--- config.mk ---
export PLATFORM = sky130hd
export DESIGN_NAME = dns_query_responder
export DESIGN_NICKNAME = d
export VERILOG_FILES = /design/src/rtl/dqr_pkg.sv /design/src/rtl/dqr_parser.sv /design/src/rtl/dns_query_responder.sv
export SDC_FILE = /design/constraint.sdc
export NUM_CORES = 2
export LEC_CHECK = 0
export BUFFER_PORTS_ARGS = -buffer_cell sky130_fd_sc_hd__buf_2
export CELL_PAD_IN_SITES_DETAIL_PLACEMENT = 0
export CELL_PAD_IN_SITES_GLOBAL_PLACEMENT = 2
export CORE_MARGIN = 1
export CORE_UTILIZATION = 50
export DETAILED_ROUTE_END_ITERATION = 8
export PLACE_DENSITY = 0.78
export SYNTH_ARGS = -nofsm -noshare
export SYNTH_HDL_FRONTEND = slang
export SYNTH_HIERARCHICAL = 1
export SYNTH_SLANG_ARGS = --single-unit
export TNS_END_PERCENT = 30
--- constraint.sdc ---
create_clock -name i_clk -period 5.79 [get_ports i_clk]
set_input_delay 0.2895 -clock i_clk [delete_from_list [all_inputs] [get_ports i_clk]]
set_output_delay 0.2895 -clock i_clk [all_outputs]
set_load 0.005 [all_outputs]
--- src/rtl/dqr_pkg.sv ---
package dqr_pkg;

    // Default packet store depth in bytes.
    localparam int DQR_BUFFER_BYTES = 512;

    // Fixed port widths of the payload.
    localparam int READ_INDEX_W = 9;
    localparam int REPLY_LEN_W  = 10;
    localparam int IP_W         = 32;

    // Command codes on the cmd input.
    localparam logic CMD_PUSH = 1'b0;
    localparam logic CMD_READ = 1'b1;

    // DNS layout and limits.
    localparam int HDR_BYTES    = 12;
    localparam int MAX_LABEL    = 63;
    localparam int MAX_NAME     = 253;
    localparam int MIN_QUERY    = 17;
    localparam int ANSWER_BYTES = 16;

    // Header byte positions that the checker tests and the reply rewrites.
    localparam int POS_FLAGS_HI   = 2;
    localparam int POS_FLAGS_LO   = 3;
    localparam int POS_QDCOUNT_HI = 4;
    localparam int POS_QDCOUNT_LO = 5;
    localparam int POS_ANCOUNT_HI = 6;
    localparam int POS_ANCOUNT_LO = 7;
    localparam int POS_NSCOUNT_HI = 8;
    localparam int POS_NSCOUNT_LO = 9;
    localparam int POS_ARCOUNT_HI = 10;
    localparam int POS_ARCOUNT_LO = 11;

    // Header masks and flag bits.
    localparam logic [7:0] FLAGS_HI_MASK = 8'hF8;
    localparam logic [7:0] FLAGS_LO_MASK = 8'h0F;
    localparam logic [7:0] QR_BIT        = 8'h80;
    localparam logic [7:0] RA_BIT        = 8'h80;

    // Verdict of the query checker for the byte being pushed.
    typedef struct packed {
        logic store;
        logic accept;
        logic type_a;
    } t_dqr_push;

    // Byte of the appended A answer at the given offset.
    function automatic logic [7:0] dqr_answer_byte(input logic [3:0] off,
                                                   input logic [IP_W-1:0] ip);
        logic [7:0] b;
        case (off)
            4'd0:    b = 8'hC0;      // name pointer to the question
            4'd1:    b = 8'd12;
            4'd3:    b = 8'd1;       // type A
            4'd5:    b = 8'd1;       // class IN
            4'd11:   b = 8'd4;       // rdlength
            4'd12:   b = ip[31:24];
            4'd13:   b = ip[23:16];
            4'd14:   b = ip[15:8];
            4'd15:   b = ip[7:0];
            default: b = 8'd0;       // type/class high bytes, TTL, rdlength high
        endcase
        return b;
    endfunction

endpackage

--- src/rtl/dqr_parser.sv ---
module dqr_parser
    import dqr_pkg::*;
#(
    parameter int BUFFER_BYTES = DQR_BUFFER_BYTES,
    localparam int CW = $clog2(BUFFER_BYTES + 2),
    localparam int AW = $clog2(BUFFER_BYTES)
) (
    input  logic          i_clk,
    input  logic          i_rst_n,
    input  logic          i_push,
    input  logic [7:0]    i_data_byte,
    input  logic          i_last,
    output logic [AW-1:0] o_wr_addr,
    output logic [CW-1:0] o_qend,
    output t_dqr_push     o_verdict
);

    // Label pointer must hold a label end past the buffer and the name limit.
    localparam int LW = (CW + 1 > 9) ? CW + 1 : 9;

    localparam logic [1:0] PH_HEADER = 2'd0;
    localparam logic [1:0] PH_LABEL  = 2'd1;
    localparam logic [1:0] PH_CLASS  = 2'd2;
    localparam logic [1:0] PH_DONE   = 2'd3;

    logic          r_in_pkt;
    logic [CW-1:0] r_cnt, n_cnt, c_cnt;
    logic [LW-1:0] r_nl, n_nl, c_nl;
    logic [1:0]    r_phase, n_phase, c_phase;
    logic [1:0]    r_cidx, n_cidx, c_cidx;
    logic          r_bad, n_bad, c_bad;
    logic          r_tya, n_tya, c_tya;
    logic [CW-1:0] r_qend, n_qend, c_qend;
    logic [7:0]    d;

    assign d = i_data_byte;

    // The first push of a packet starts from the reset view of the state.
    always_comb begin
        c_cnt   = r_in_pkt ? r_cnt   : '0;
        c_nl    = r_in_pkt ? r_nl    : LW'(HDR_BYTES);
        c_phase = r_in_pkt ? r_phase : PH_HEADER;
        c_cidx  = r_in_pkt ? r_cidx  : 2'd0;
        c_bad   = r_in_pkt ? r_bad   : 1'b0;
        c_tya   = r_in_pkt ? r_tya   : 1'b0;
        c_qend  = r_in_pkt ? r_qend  : '0;
    end

    // Per-byte checks of the header, the label walk and the type and class.
    always_comb begin
        n_cnt   = c_cnt;
        n_nl    = c_nl;
        n_phase = c_phase;
        n_cidx  = c_cidx;
        n_bad   = c_bad;
        n_tya   = c_tya;
        n_qend  = c_qend;

        if (c_cnt >= CW'(BUFFER_BYTES)) begin
            n_bad = 1'b1;
        end
        if (c_cnt <= CW'(BUFFER_BYTES)) begin
            n_cnt = c_cnt + CW'(1);
        end

        case (c_cnt) inside
            CW'(POS_FLAGS_HI): begin
                if ((d & FLAGS_HI_MASK) != 8'd0) n_bad = 1'b1;
            end
            CW'(POS_FLAGS_LO): begin
                if ((d & FLAGS_LO_MASK) != 8'd0) n_bad = 1'b1;
            end
            CW'(POS_QDCOUNT_LO): begin
                if (d != 8'd1) n_bad = 1'b1;
            end
            CW'(POS_QDCOUNT_HI), CW'(POS_ANCOUNT_HI), CW'(POS_ANCOUNT_LO),
            CW'(POS_NSCOUNT_HI), CW'(POS_NSCOUNT_LO): begin
                if (d != 8'd0) n_bad = 1'b1;
            end
            default: ;
        endcase

        unique case (c_phase)
            PH_HEADER: begin
                if (c_cnt == CW'(HDR_BYTES - 1)) n_phase = PH_LABEL;
            end
            PH_LABEL: begin
                if (LW'(c_cnt) == c_nl) begin
                    if (d == 8'd0) begin
                        n_phase = PH_CLASS;
                        n_cidx  = 2'd0;
                    end else begin
                        if (d > 8'(MAX_LABEL)) n_bad = 1'b1;
                        n_nl = LW'(c_cnt) + LW'(1) + LW'(d[5:0]);
                        if (n_nl > LW'(HDR_BYTES + MAX_NAME)) n_bad = 1'b1;
                    end
                end
            end
            PH_CLASS: begin
                n_cidx = c_cidx + 2'd1;
                case (c_cidx)
                    2'd0: n_tya = (d == 8'd0);
                    2'd1: n_tya = c_tya && (d == 8'd1);
                    2'd2: begin
                        if (d != 8'd0) n_bad = 1'b1;
                    end
                    default: begin
                        if (d != 8'd1) n_bad = 1'b1;
                        n_phase = PH_DONE;
                        n_qend  = c_cnt + CW'(1);
                    end
                endcase
            end
            PH_DONE: ;
            default: ;
        endcase
    end

    // Verdict if this byte is the last one of the query.
    always_comb begin
        o_verdict.store  = (c_cnt < CW'(BUFFER_BYTES));
        o_verdict.type_a = n_tya;
        o_verdict.accept = !n_bad && (n_cnt >= CW'(MIN_QUERY)) && (n_phase == PH_DONE)
                           && !(n_tya && (n_qend > CW'(BUFFER_BYTES - ANSWER_BYTES)));
    end

    assign o_wr_addr = c_cnt[AW-1:0];
    assign o_qend    = n_qend;

    // Parse state advances on each pushed byte.
    always_ff @(posedge i_clk) begin
        if (!i_rst_n) begin
            r_in_pkt <= 1'b0;
            r_cnt    <= '0;
            r_nl     <= LW'(HDR_BYTES);
            r_phase  <= PH_HEADER;
            r_cidx   <= 2'd0;
            r_bad    <= 1'b0;
            r_tya    <= 1'b0;
            r_qend   <= '0;
        end else if (i_push) begin
            r_in_pkt <= !i_last;
            r_cnt    <= n_cnt;
            r_nl     <= n_nl;
            r_phase  <= n_phase;
            r_cidx   <= n_cidx;
            r_bad    <= n_bad;
            r_tya    <= n_tya;
            r_qend   <= n_qend;
        end
    end

    // A packet in progress never counts past one byte beyond the store.
    a_cnt_bound: assert property (@(posedge i_clk) disable iff (!i_rst_n)
        r_cnt <= CW'(BUFFER_BYTES + 1))
        else $error("byte count past its saturation point");

    // Once the question is complete, its end lies inside the counted bytes.
    a_qend_seen: assert property (@(posedge i_clk) disable iff (!i_rst_n)
        (r_in_pkt && r_phase == PH_DONE) |-> (r_qend <= r_cnt))
        else $error("question end beyond received bytes");

    // A rejected packet stays rejected until the next packet starts.
    a_bad_sticky: assert property (@(posedge i_clk) disable iff (!i_rst_n)
        (r_bad && r_in_pkt) |=> (r_bad || !r_in_pkt || !$past(r_in_pkt)))
        else $error("reject flag cleared mid packet");

endmodule

--- src/rtl/dns_query_responder.sv ---
// Channel   Handshake                    Word
// --------  ---------------------------  ----------------------------------------------
// command   start, busy (accept: start   i_cmd, i_data_byte, i_last, i_read_index
//           high while busy is low)
// result    o_valid (one-cycle strobe)   o_accepted, o_reply_length, o_reply_byte
// config    i_cfg_wr_en                  i_cfg_wr_data (ip_address)
//
// One command word is taken every cycle; busy stays low. Each word gives one result
// word, through the packet store read port with the first stage and then the output
// register. The query is checked byte by byte as it is pushed, so the last push
// reports its verdict through the same registers. Reset clears the parse state and the
// reply; the packet store is not cleared. The receiver cannot stall the result channel.
module dns_query_responder
    import dqr_pkg::*;
#(
    parameter int BUFFER_BYTES = DQR_BUFFER_BYTES
) (
    input  logic                   i_clk,
    input  logic                   i_rst_n,
    input  logic                   start,
    output logic                   busy,
    input  logic                   i_cmd,
    input  logic [7:0]             i_data_byte,
    input  logic                   i_last,
    input  logic [READ_INDEX_W-1:0] i_read_index,
    input  logic                   i_cfg_wr_en,
    input  logic [IP_W-1:0]        i_cfg_wr_data,
    output logic                   o_valid,
    output logic                   o_accepted,
    output logic [REPLY_LEN_W-1:0] o_reply_length,
    output logic [7:0]             o_reply_byte
);

    localparam int CW = $clog2(BUFFER_BYTES + 2);
    localparam int AW = $clog2(BUFFER_BYTES);
    localparam int XW = (CW > READ_INDEX_W) ? CW : READ_INDEX_W;

    logic            acc_push, acc_read;
    logic [AW-1:0]   wr_addr;
    logic [CW-1:0]   qend;
    t_dqr_push       verdict;
    logic [CW-1:0]   n_final;

    logic [IP_W-1:0] r_ip;
    logic [IP_W-1:0] r_ans_ip;
    logic [CW-1:0]   r_final_len;
    logic [CW-1:0]   r_qend;
    logic            r_type_a;

    logic [7:0]      r_mem [BUFFER_BYTES];
    logic [7:0]      r_rd_data;

    logic                    r_s1_vld;
    logic                    r_s1_read;
    logic                    r_s1_hit;
    logic [READ_INDEX_W-1:0] r_s1_idx;
    logic                    r_s1_acc;
    logic [REPLY_LEN_W-1:0]  r_s1_len;

    logic                    r_out_vld;
    logic                    r_out_acc;
    logic [REPLY_LEN_W-1:0]  r_out_len;
    logic [7:0]              r_out_byte;
    logic [7:0]              n_byte;
    logic [XW-1:0]           idx_x, qend_x, off_x;

    assign busy     = 1'b0;
    assign acc_push = start && !busy && (i_cmd == CMD_PUSH);
    assign acc_read = start && !busy && (i_cmd == CMD_READ);

    dqr_parser #(
        .BUFFER_BYTES(BUFFER_BYTES)
    ) u_parser (
        .i_clk      (i_clk),
        .i_rst_n    (i_rst_n),
        .i_push     (acc_push),
        .i_data_byte(i_data_byte),
        .i_last     (i_last),
        .o_wr_addr  (wr_addr),
        .o_qend     (qend),
        .o_verdict  (verdict)
    );

    // Configuration register.
    always_ff @(posedge i_clk) begin
        if (!i_rst_n) begin
            r_ip <= '0;
        end else if (i_cfg_wr_en) begin
            r_ip <= i_cfg_wr_data;
        end
    end

    // Reply length if the current push closes the query.
    always_comb begin
        if (!i_last || !verdict.accept) begin
            n_final = '0;
        end else if (verdict.type_a) begin
            n_final = qend + CW'(ANSWER_BYTES);
        end else begin
            n_final = qend;
        end
    end

    // Reply descriptor: any push clears it, the last push sets it.
    always_ff @(posedge i_clk) begin
        if (!i_rst_n) begin
            r_final_len <= '0;
            r_type_a    <= 1'b0;
            r_qend      <= '0;
            r_ans_ip    <= '0;
        end else if (acc_push) begin
            r_final_len <= n_final;
            r_type_a    <= i_last && verdict.accept && verdict.type_a;
            if (i_last) begin
                r_qend   <= qend;
                r_ans_ip <= r_ip;
            end
        end
    end

    // Packet store: one write port for pushes, one registered read port.
    always_ff @(posedge i_clk) begin
        if (acc_push && verdict.store) begin
            r_mem[wr_addr] <= i_data_byte;
        end
        if (acc_read) begin
            r_rd_data <= r_mem[AW'(i_read_index)];
        end
    end

    // First stage: command decode alongside the store read.
    always_ff @(posedge i_clk) begin
        if (!i_rst_n) begin
            r_s1_vld <= 1'b0;
        end else begin
            r_s1_vld <= acc_push || acc_read;
        end
    end

    always_ff @(posedge i_clk) begin
        if (acc_push || acc_read) begin
            r_s1_read <= acc_read;
            r_s1_idx  <= i_read_index;
            r_s1_hit  <= acc_read && (XW'(i_read_index) < XW'(r_final_len));
            if (acc_read) begin
                r_s1_acc <= (r_final_len != '0);
                r_s1_len <= REPLY_LEN_W'(r_final_len);
            end else begin
                r_s1_acc <= (n_final != '0);
                r_s1_len <= REPLY_LEN_W'(n_final);
            end
        end
    end

    // Reply byte: stored query with the header rewritten and the answer appended.
    always_comb begin
        idx_x  = XW'(r_s1_idx);
        qend_x = XW'(r_qend);
        off_x  = idx_x - qend_x;
        n_byte = 8'd0;
        if (r_s1_read && r_s1_hit) begin
            if (r_type_a && (idx_x >= qend_x)) begin
                n_byte = dqr_answer_byte(off_x[3:0], r_ans_ip);
            end else begin
                case (r_s1_idx) inside
                    READ_INDEX_W'(POS_FLAGS_HI):
                        n_byte = QR_BIT | {7'd0, r_rd_data[0]};
                    READ_INDEX_W'(POS_FLAGS_LO):
                        n_byte = RA_BIT;
                    READ_INDEX_W'(POS_ANCOUNT_LO):
                        n_byte = {7'd0, r_type_a};
                    READ_INDEX_W'(POS_ARCOUNT_HI), READ_INDEX_W'(POS_ARCOUNT_LO):
                        n_byte = 8'd0;
                    default:
                        n_byte = r_rd_data;
                endcase
            end
        end
    end

    // Output register.
    always_ff @(posedge i_clk) begin
        if (!i_rst_n) begin
            r_out_vld <= 1'b0;
        end else begin
            r_out_vld <= r_s1_vld;
        end
    end

    always_ff @(posedge i_clk) begin
        if (r_s1_vld) begin
            r_out_acc  <= r_s1_acc;
            r_out_len  <= r_s1_len;
            r_out_byte <= n_byte;
        end
    end

    assign o_valid        = r_out_vld;
    assign o_accepted     = r_out_acc;
    assign o_reply_length = r_out_len;
    assign o_reply_byte   = r_out_byte;

    // Every taken word yields a result word through the first stage and the output register.
    a_result_follows: assert property (@(posedge i_clk) disable iff (!i_rst_n)
        (start && !busy) |=> ##1 o_valid)
        else $error("result word missing for a taken command");

    // A rejected query reports no reply length.
    a_reject_len: assert property (@(posedge i_clk) disable iff (!i_rst_n)
        (o_valid && !o_accepted) |-> (o_reply_length == '0))
        else $error("rejected query with nonzero length");

    // Reply data only comes from an existing reply.
    a_byte_needs_reply: assert property (@(posedge i_clk) disable iff (!i_rst_n)
        (o_valid && (o_reply_byte != 8'd0)) |-> o_accepted)
        else $error("reply byte without a reply");

    // An A reply is the question plus the fixed-size answer.
    a_type_a_len: assert property (@(posedge i_clk) disable iff (!i_rst_n)
        r_type_a |-> (r_final_len == r_qend + CW'(ANSWER_BYTES)))
        else $error("A reply length does not match question end");

endmodule

# Word-level counts from Yosys, hierarchy flattened
# Memory sizes are Yosys's and may differ from the RTL's. A register that Yosys moved wholly into a read port is not among the register bits.
# Index checks and enable logic that the tools add are counted.
[word_totals]
output_inout_bits = 21
word_cells = 156
memories = 1
romBits = 0
ram_bits = 4096
register_bits = 166
latchBits = 0
inputBits = 55
[memory_table]
columns = ["name", "words", "width", "read_ports", "rd_ports_with_merged_regs", "write_ports", "line_no", "source"]
rows = [
  ["r_mem", 512, 8, 1, 1, 1, "dns_query_responder.sv:50", "logic [7:0] r_mem [BUFFER_BYTES];"],
]
[op_classes]
n_mux = 52
n_eq_ne = 30
order_cmp = 9
reduce_logical = 34
shift = 0
add_sub_neg = 6
n_bitwise = 1
n_mul = 0
div_mod_pow = 0
[op_table]
columns = ["operator", "count"]
rows = [
  ["10-bit 2-to-1 mux", 8],
  ["8-bit case mux with 8 select lines", 1],
  ["11-bit 2-to-1 mux", 4],
  ["10-bit by 3-bit == test with 1-bit output, second input constant", 4],
  ["8-bit 2-to-1 mux", 5],
  ["10-bit by 4-bit == test with 1-bit output, second input constant", 3],
  ["8-bit nonzero test", 3],
  ["1-bit 2-to-1 mux", 21],
  ["10-bit by 2-bit == test with 1-bit output, second input constant", 2],
  ["4-bit == test, second input constant", 5],
  ["10-bit nonzero test", 2],
  ["9-bit by 2-bit == test with 1-bit output, second input constant", 2],
  ["9-bit by 4-bit == test with 1-bit output, second input constant", 2],
  ["2-bit 2-to-1 mux", 8],
  ["1-bit logical AND", 13],
  ["10-bit by 1-bit adder with 11-bit output, second input constant", 1],
  ["11-bit by 6-bit adder with 11-bit output", 1],
  ["10-bit by 11-bit == test with 1-bit output", 1],
  ["11-bit by 9-bit > comparator with 1-bit output, second input constant", 1],
  ["10-bit by 1-bit adder with 10-bit output, second input constant", 1],
  ["10-bit by 5-bit adder with 10-bit output, second input constant", 1],
  ["10-bit >= comparator, second input constant", 1],
  ["10-bit by 5-bit >= comparator with 1-bit output, second input constant", 1],
  ["9-bit by 10-bit >= comparator with 1-bit output", 1],
  ["28 further kinds", 40],
]

# Depth between registers and ports, before layout
[logic_depth]
depth_word = 22
ltp_mapped = 22
mapped_depth_nobuf = 17

# Hierarchy
# Netlist, hierarchy kept.
[modules_own_cells]
columns = ["module", "area_per_inst_um2", "instances", "seq_area_each_um2", "cells_per_inst"]
rows = [
  ["dns_query_responder", 164076.1, 1, 126211.0, 8185],
  ["dqr_parser", 3128.0, 1, 760.7, 420],
]

# Worst setup path before layout
# Ideal clock, no wire load.
[synth_timing]
path_kind = "flip-flop to flip-flop"
startpoint = "register u_parser.r_in_pkt"
endpoint = "register r_s1_len[2], data pin"
n_path_buf = 7
required_time_ns = 5.638
path_stages_with_launch = 22
setup_ns = 0.152
slack_ns = 1.445
period_less_slack_ns = 4.345
t_arrival_ns = 4.193
cell_sequence = "dfxtp_1 buf_4 buf_2 clkbuf_1 clkbuf_1 nand2_1 inv_1 ha_1 clkbuf_1 nand2_1 clkbuf_1 nand3_1 o21ai_0 or3_1 o211ai_1 o21ai_0 a2111oi_0 o21a_1 and2_0 clkbuf_1 nand3_1 o21ai_0"
[synth_lines]
columns = ["element", "line_no", "source"]
rows = [
  ["from (decl)", "dqr_parser.sv:26", "logic r_in_pkt;"],
  ["from (signal assigned)", "dqr_parser.sv:142", "r_in_pkt <= !i_last;"],
  ["to (signal assigned)", "dns_query_responder.sv:147", "r_s1_len <= REPLY_LEN_W'(r_final_len);"],
  ["to (signal assigned)", "dns_query_responder.sv:150", "r_s1_len <= REPLY_LEN_W'(n_final);"],
  ["to (decl)", "dns_query_responder.sv:58", "logic [REPLY_LEN_W-1:0] r_s1_len;"],
]

==> load_flow_metrics.sql <==
INSERT INTO impl_metrics (metric_group, metric, value, unit) VALUES
('run_status', 'outcome', 'finished clean', ''),
('die', 'floorplan.initialDensity', '50.4', '%'),
('worst_setup_path', 'required_time_at_the_worst_slack_endpoint', '6.59', 'ns'),
('clock_network', 'root_buffer', 'sky130_fd_sc_hd__clkbuf_16', ''),
('timing', 'hold_ws', '0.115', 'ns'),
('drt', 'detail_route.vias_per_cell', '6.25', ''),
('clock_network', 'clk_path_buf_depth', '4', ''),
('pwr', 'sw_frac_of_total', '21.4', '%'),
('pwr', 'pwr_density_cell', '343', 'nW/µm²'),
('cells_and_area', 'area_growth_from_synthesis_to_layout', '12.0', '%'),
('clock_network', 'tritoncts_num_sinks', '4270', ''),
('die', 'die_area', '337000', 'µm²'),
('cells_and_area', 'fin_nets', '8923', ''),
('pwr', 'power.internal', '50500', 'µW'),
('pwr', 'power.combinational.fraction', '4.7', '%'),
('cells_and_area', 'final.fill_count', '24528', ''),
('logic_synthesis', 'synthArstFlopShare', '0', '%'),
('logic_synthesis', 'share_of_the_yosys_chip_area_belonging_to_registers', '75.9', '%'),
('logic_synthesis', 'synth_top_cell_area_share', '74.4', '%'),
('drt', 'routed-via-count', '84830', ''),
('clock_network', 'cts_inserted_buffers', '424', ''),
('timing', 'unrepaired_setup_endpoints_after_global_routing', 'no', ''),
('worst_setup_path', 'timing.critical_path.from_type', 'flip-flop', ''),
('timing', 'max-slew-margin-rel', '17.9', '%'),
('timing', 'finalHoldViolCount', '0', ''),
('timing', 'fin_skew', '0.0631', 'ns'),
('clock_network', 'clkSlewWorstSetupHoldPaths', '0.06', 'ns'),
('placed_design', 'port-buffer-count', '74', ''),
('logic_synthesis', 'ys_types', '77', ''),
('worst_setup_path', 'path_max_fanout', '18', ''),
('placed_design', 'dpl.hpwl', '255000', 'µm'),
('clock_network', 'cts.repair_timing.setup_buffer_count', '0', ''),
('global_routing', 'gr-usage-all-layers', '25.1', '%'),
('min_path', 'hold_path_class', 'in2reg', ''),
('global_routing', 'grt_start_max_net_pins', '200', ''),
('job', 'drv_cap', '0', ''),
('global_routing', 'grt_pass1_vias', '85334', ''),
('worst_setup_path', 'worst_ep_arrival_time', '5.42', 'ns'),
('logic_synthesis', 'netlist_instances', '8605', ''),
('clock_network', 'clk_latency', '0.98', 'ns'),
('clock_network', 'cts_hold_buffers', '70', ''),
('die', 'design.portCount', '76', ''),
('logic_synthesis', 'post-synth-top-area-cell', 'sky130_fd_sc_hd__edfxtp_1', ''),
('timing', 'worstMarginPinSlew', '1.23', 'ns'),
('logic_synthesis', 'syn-num-nets', '8693', ''),
('timing', 'finalCriticalPeriod', '4.62', 'ns'),
('drt', 'detail-route-antenna-nets', '0', ''),
('cells_and_area', 'mostFrequentLayoutCells', 'sky130_fd_sc_hd__edfxtp_1 (4145), sky130_fd_sc_hd__nor2_1 (1083), sky130_fd_sc_hd__mux4_2 (1027)', ''),
('timing', 'report.final.slew_viol_count', '0', ''),
('worst_setup_path', 'critical_path_class', 'reg2reg', ''),
('global_routing', 'grt_pass1_wl', '614000', 'µm'),
('drt', 'drt_first_iter_violations', '10257', ''),
('timing', 'timing.final.crit_share', '79.8', '%'),
('drt', 'drt_pass1_iterations', '6', ''),
('logic_synthesis', 'netlist_area', '167000', 'µm²'),
('die', 'std_cell_core_area', '332000', 'µm²'),
('drt', 'drt_wl_total', '425000', 'µm'),
('pwr', 'total_switching_power', '13800', 'µW'),
('logic_synthesis', 'synthTopCellsByArea', 'sky130_fd_sc_hd__edfxtp_1 (74%), sky130_fd_sc_hd__mux4_2 (14%), sky130_fd_sc_hd__nor2_1 (2.4%)', ''),
('global_routing', 'grt_remaining_overflow', '0', ''),
('die', 'die_width', '580', 'µm'),
('logic_synthesis', 'synth_enable_flop_cells', '4145', ''),
('timing', 'finalSetupViolCount', '0', ''),
('clock_network', 'cts_max_level', '5', ''),
('die', 'die_h', '580', 'µm'),
('logic_synthesis', 'total_of_warnings_raised_by_yosys', '6', ''),
('clock_network', 'tritoncts', 'done', ''),
('pwr', 'maximum_resistive_drop_on_vdd', '0.259', 'mV'),
('pwr', 'power.clock.fraction', '42.4', '%'),
('pwr', 'power_frac_seq', '52.9', '%'),
('worst_setup_path', 'crit_path_end_kind', 'flip-flop', '');
cell usage after synthesis (64+ instances only):
master / n
sky130_fd_sc_hd__edfxtp_1: 4145
sky130_fd_sc_hd__nor2_1: 1084
sky130_fd_sc_hd__mux4_2: 1027
sky130_fd_sc_hd__nand2_1: 447
sky130_fd_sc_hd__clkbuf_1: 252
sky130_fd_sc_hd__o21ai_0: 177
sky130_fd_sc_hd__buf_2: 137
sky130_fd_sc_hd__dfxtp_1: 125
sky130_fd_sc_hd__a31oi_1: 121
sky130_fd_sc_hd__o221ai_1: 116
sky130_fd_sc_hd__o22ai_1: 115
sky130_fd_sc_hd__buf_4: 113
sky130_fd_sc_hd__mux2i_1: 97
sky130_fd_sc_hd__a21oi_1: 71
sky130_fd_sc_hd__nor2b_1: 64
power groups by stage:
| stage | Sequential [µW] | Clock, µW | Combinational [µW] |
|---|---|---|---|
| 4_1_cts | 34000 | 27600 | 3060 |
| 5_1_grt | 33900 | 28700 | 3210 |
| 6_report | 34000 | 27200 | 3040 |
| 3_5_place_dp | 34600 | 0 | 3020 |
| 3_3_place_gp | 34600 | 0 | 2980 |
| 2_1_floorplan | 34600 | 0 | 1630 |
path summary, 6_finish.rpt:
check,start,end,slack (ns),depth (start not counted)
setup / recovery,u_parser/r_in_pkt,r_s1_acc,1.17,18
setup reg to reg,u_parser/r_in_pkt,r_s1_acc,1.17,18
hold / removal,i_cmd,r_final_len[0],0.11,4
hold reg to reg,r_s1_len[8],o_reply_length[8],0.42,0
kinds of logic (layout without fill, tap and decap cells):
group,Yosys count,in the layout,share of synthesized area (%)
adders and majority gates,33,33,0.251
other,1,8,0.00224
buffers and inverters,589,1177,1.74
and+or+nand+nor,1784,1784,4.37
muxes,1148,1148,14.6
DFF,4270,4270,75.9
AOI/OAI and AO/OA,756,756,3.00
xor gates and xnor gates,24,24,0.126
critical path, stage by stage (launching register included):
cell	delay, ns
sky130_fd_sc_hd__dfxtp_1	0.55
sky130_fd_sc_hd__buf_4	0.32
sky130_fd_sc_hd__nand2_1	0.15
sky130_fd_sc_hd__inv_1	0.11
sky130_fd_sc_hd__ha_1	0.32
sky130_fd_sc_hd__nand2_1	0.32
sky130_fd_sc_hd__nand3_1	0.17
sky130_fd_sc_hd__o21ai_0	0.26
sky130_fd_sc_hd__or3_1	0.46
sky130_fd_sc_hd__o211ai_1	0.17
sky130_fd_sc_hd__o21ai_0	0.13
sky130_fd_sc_hd__a2111oi_0	0.46
sky130_fd_sc_hd__o21a_1	0.23
sky130_fd_sc_hd__and2_0	0.15
sky130_fd_sc_hd__buf_4	0.20
sky130_fd_sc_hd__o21ai_0	0.12
sky130_fd_sc_hd__nand4_1	0.13
sky130_fd_sc_hd__nor4_1	0.06
sky130_fd_sc_hd__a31oi_1	0.15
area by class of cell:
class	instances	area, µm²	share of cell area (%)
inverters	48	188	0.100
diodes	7	17.5	0.00935
clock inverters	275	2610	1.39
multi-input cells	3746	37500	20.0
clock buffers	509	11200	5.96
flip-flops and latches	4270	127000	67.8
well taps	4366	5460	2.92
repair buffers	345	3360	1.79
through the flow:
stage	power, µW	utilization, %	setup slack, ns	cells	cell area, µm²
3_3_place_gp	37600	52.1	0.530	12704	173000
2_1_floorplan	36200	-	1.44	8605	167000
3_5_place_dp	37600	52.1	1.19	12705	173000
6_report	64200	56.5	1.17	13566	187000
4_1_cts	64600	56.5	1.17	13559	187000
5_1_grt	65900	56.5	0.747	13560	187000
per-layer routing:
| layer | GRT usage, % | vias to the layer above | wire, µm |
|---|---|---|---|
| li1 | - | 35259 | - |
| met1 | 36.6 | 45021 | 177000 |
| met2 | 39.6 | 3934 | 202000 |
| met3 | 3.92 | 612 | 34500 |
| met4 | 7.10 | 4 | 12100 |
| met5 | 0 | - | 18 |
flip-flops by register name (all words and copies together) (netlist names), 2 cells and up:
name	flops
o_reply_byte	8
o_reply_length	10
qend_x	10
r_ans_ip	32
r_final_len	10
r_ip	32
r_mem	4096
r_rd_data	8
r_s1_idx	9
r_s1_len	10
u_parser/r_cidx	2
u_parser/r_cnt	10
u_parser/r_nl	11
u_parser/r_phase	2
u_parser/r_qend	10
Note: power is estimated with default switching activity, not from simulation.
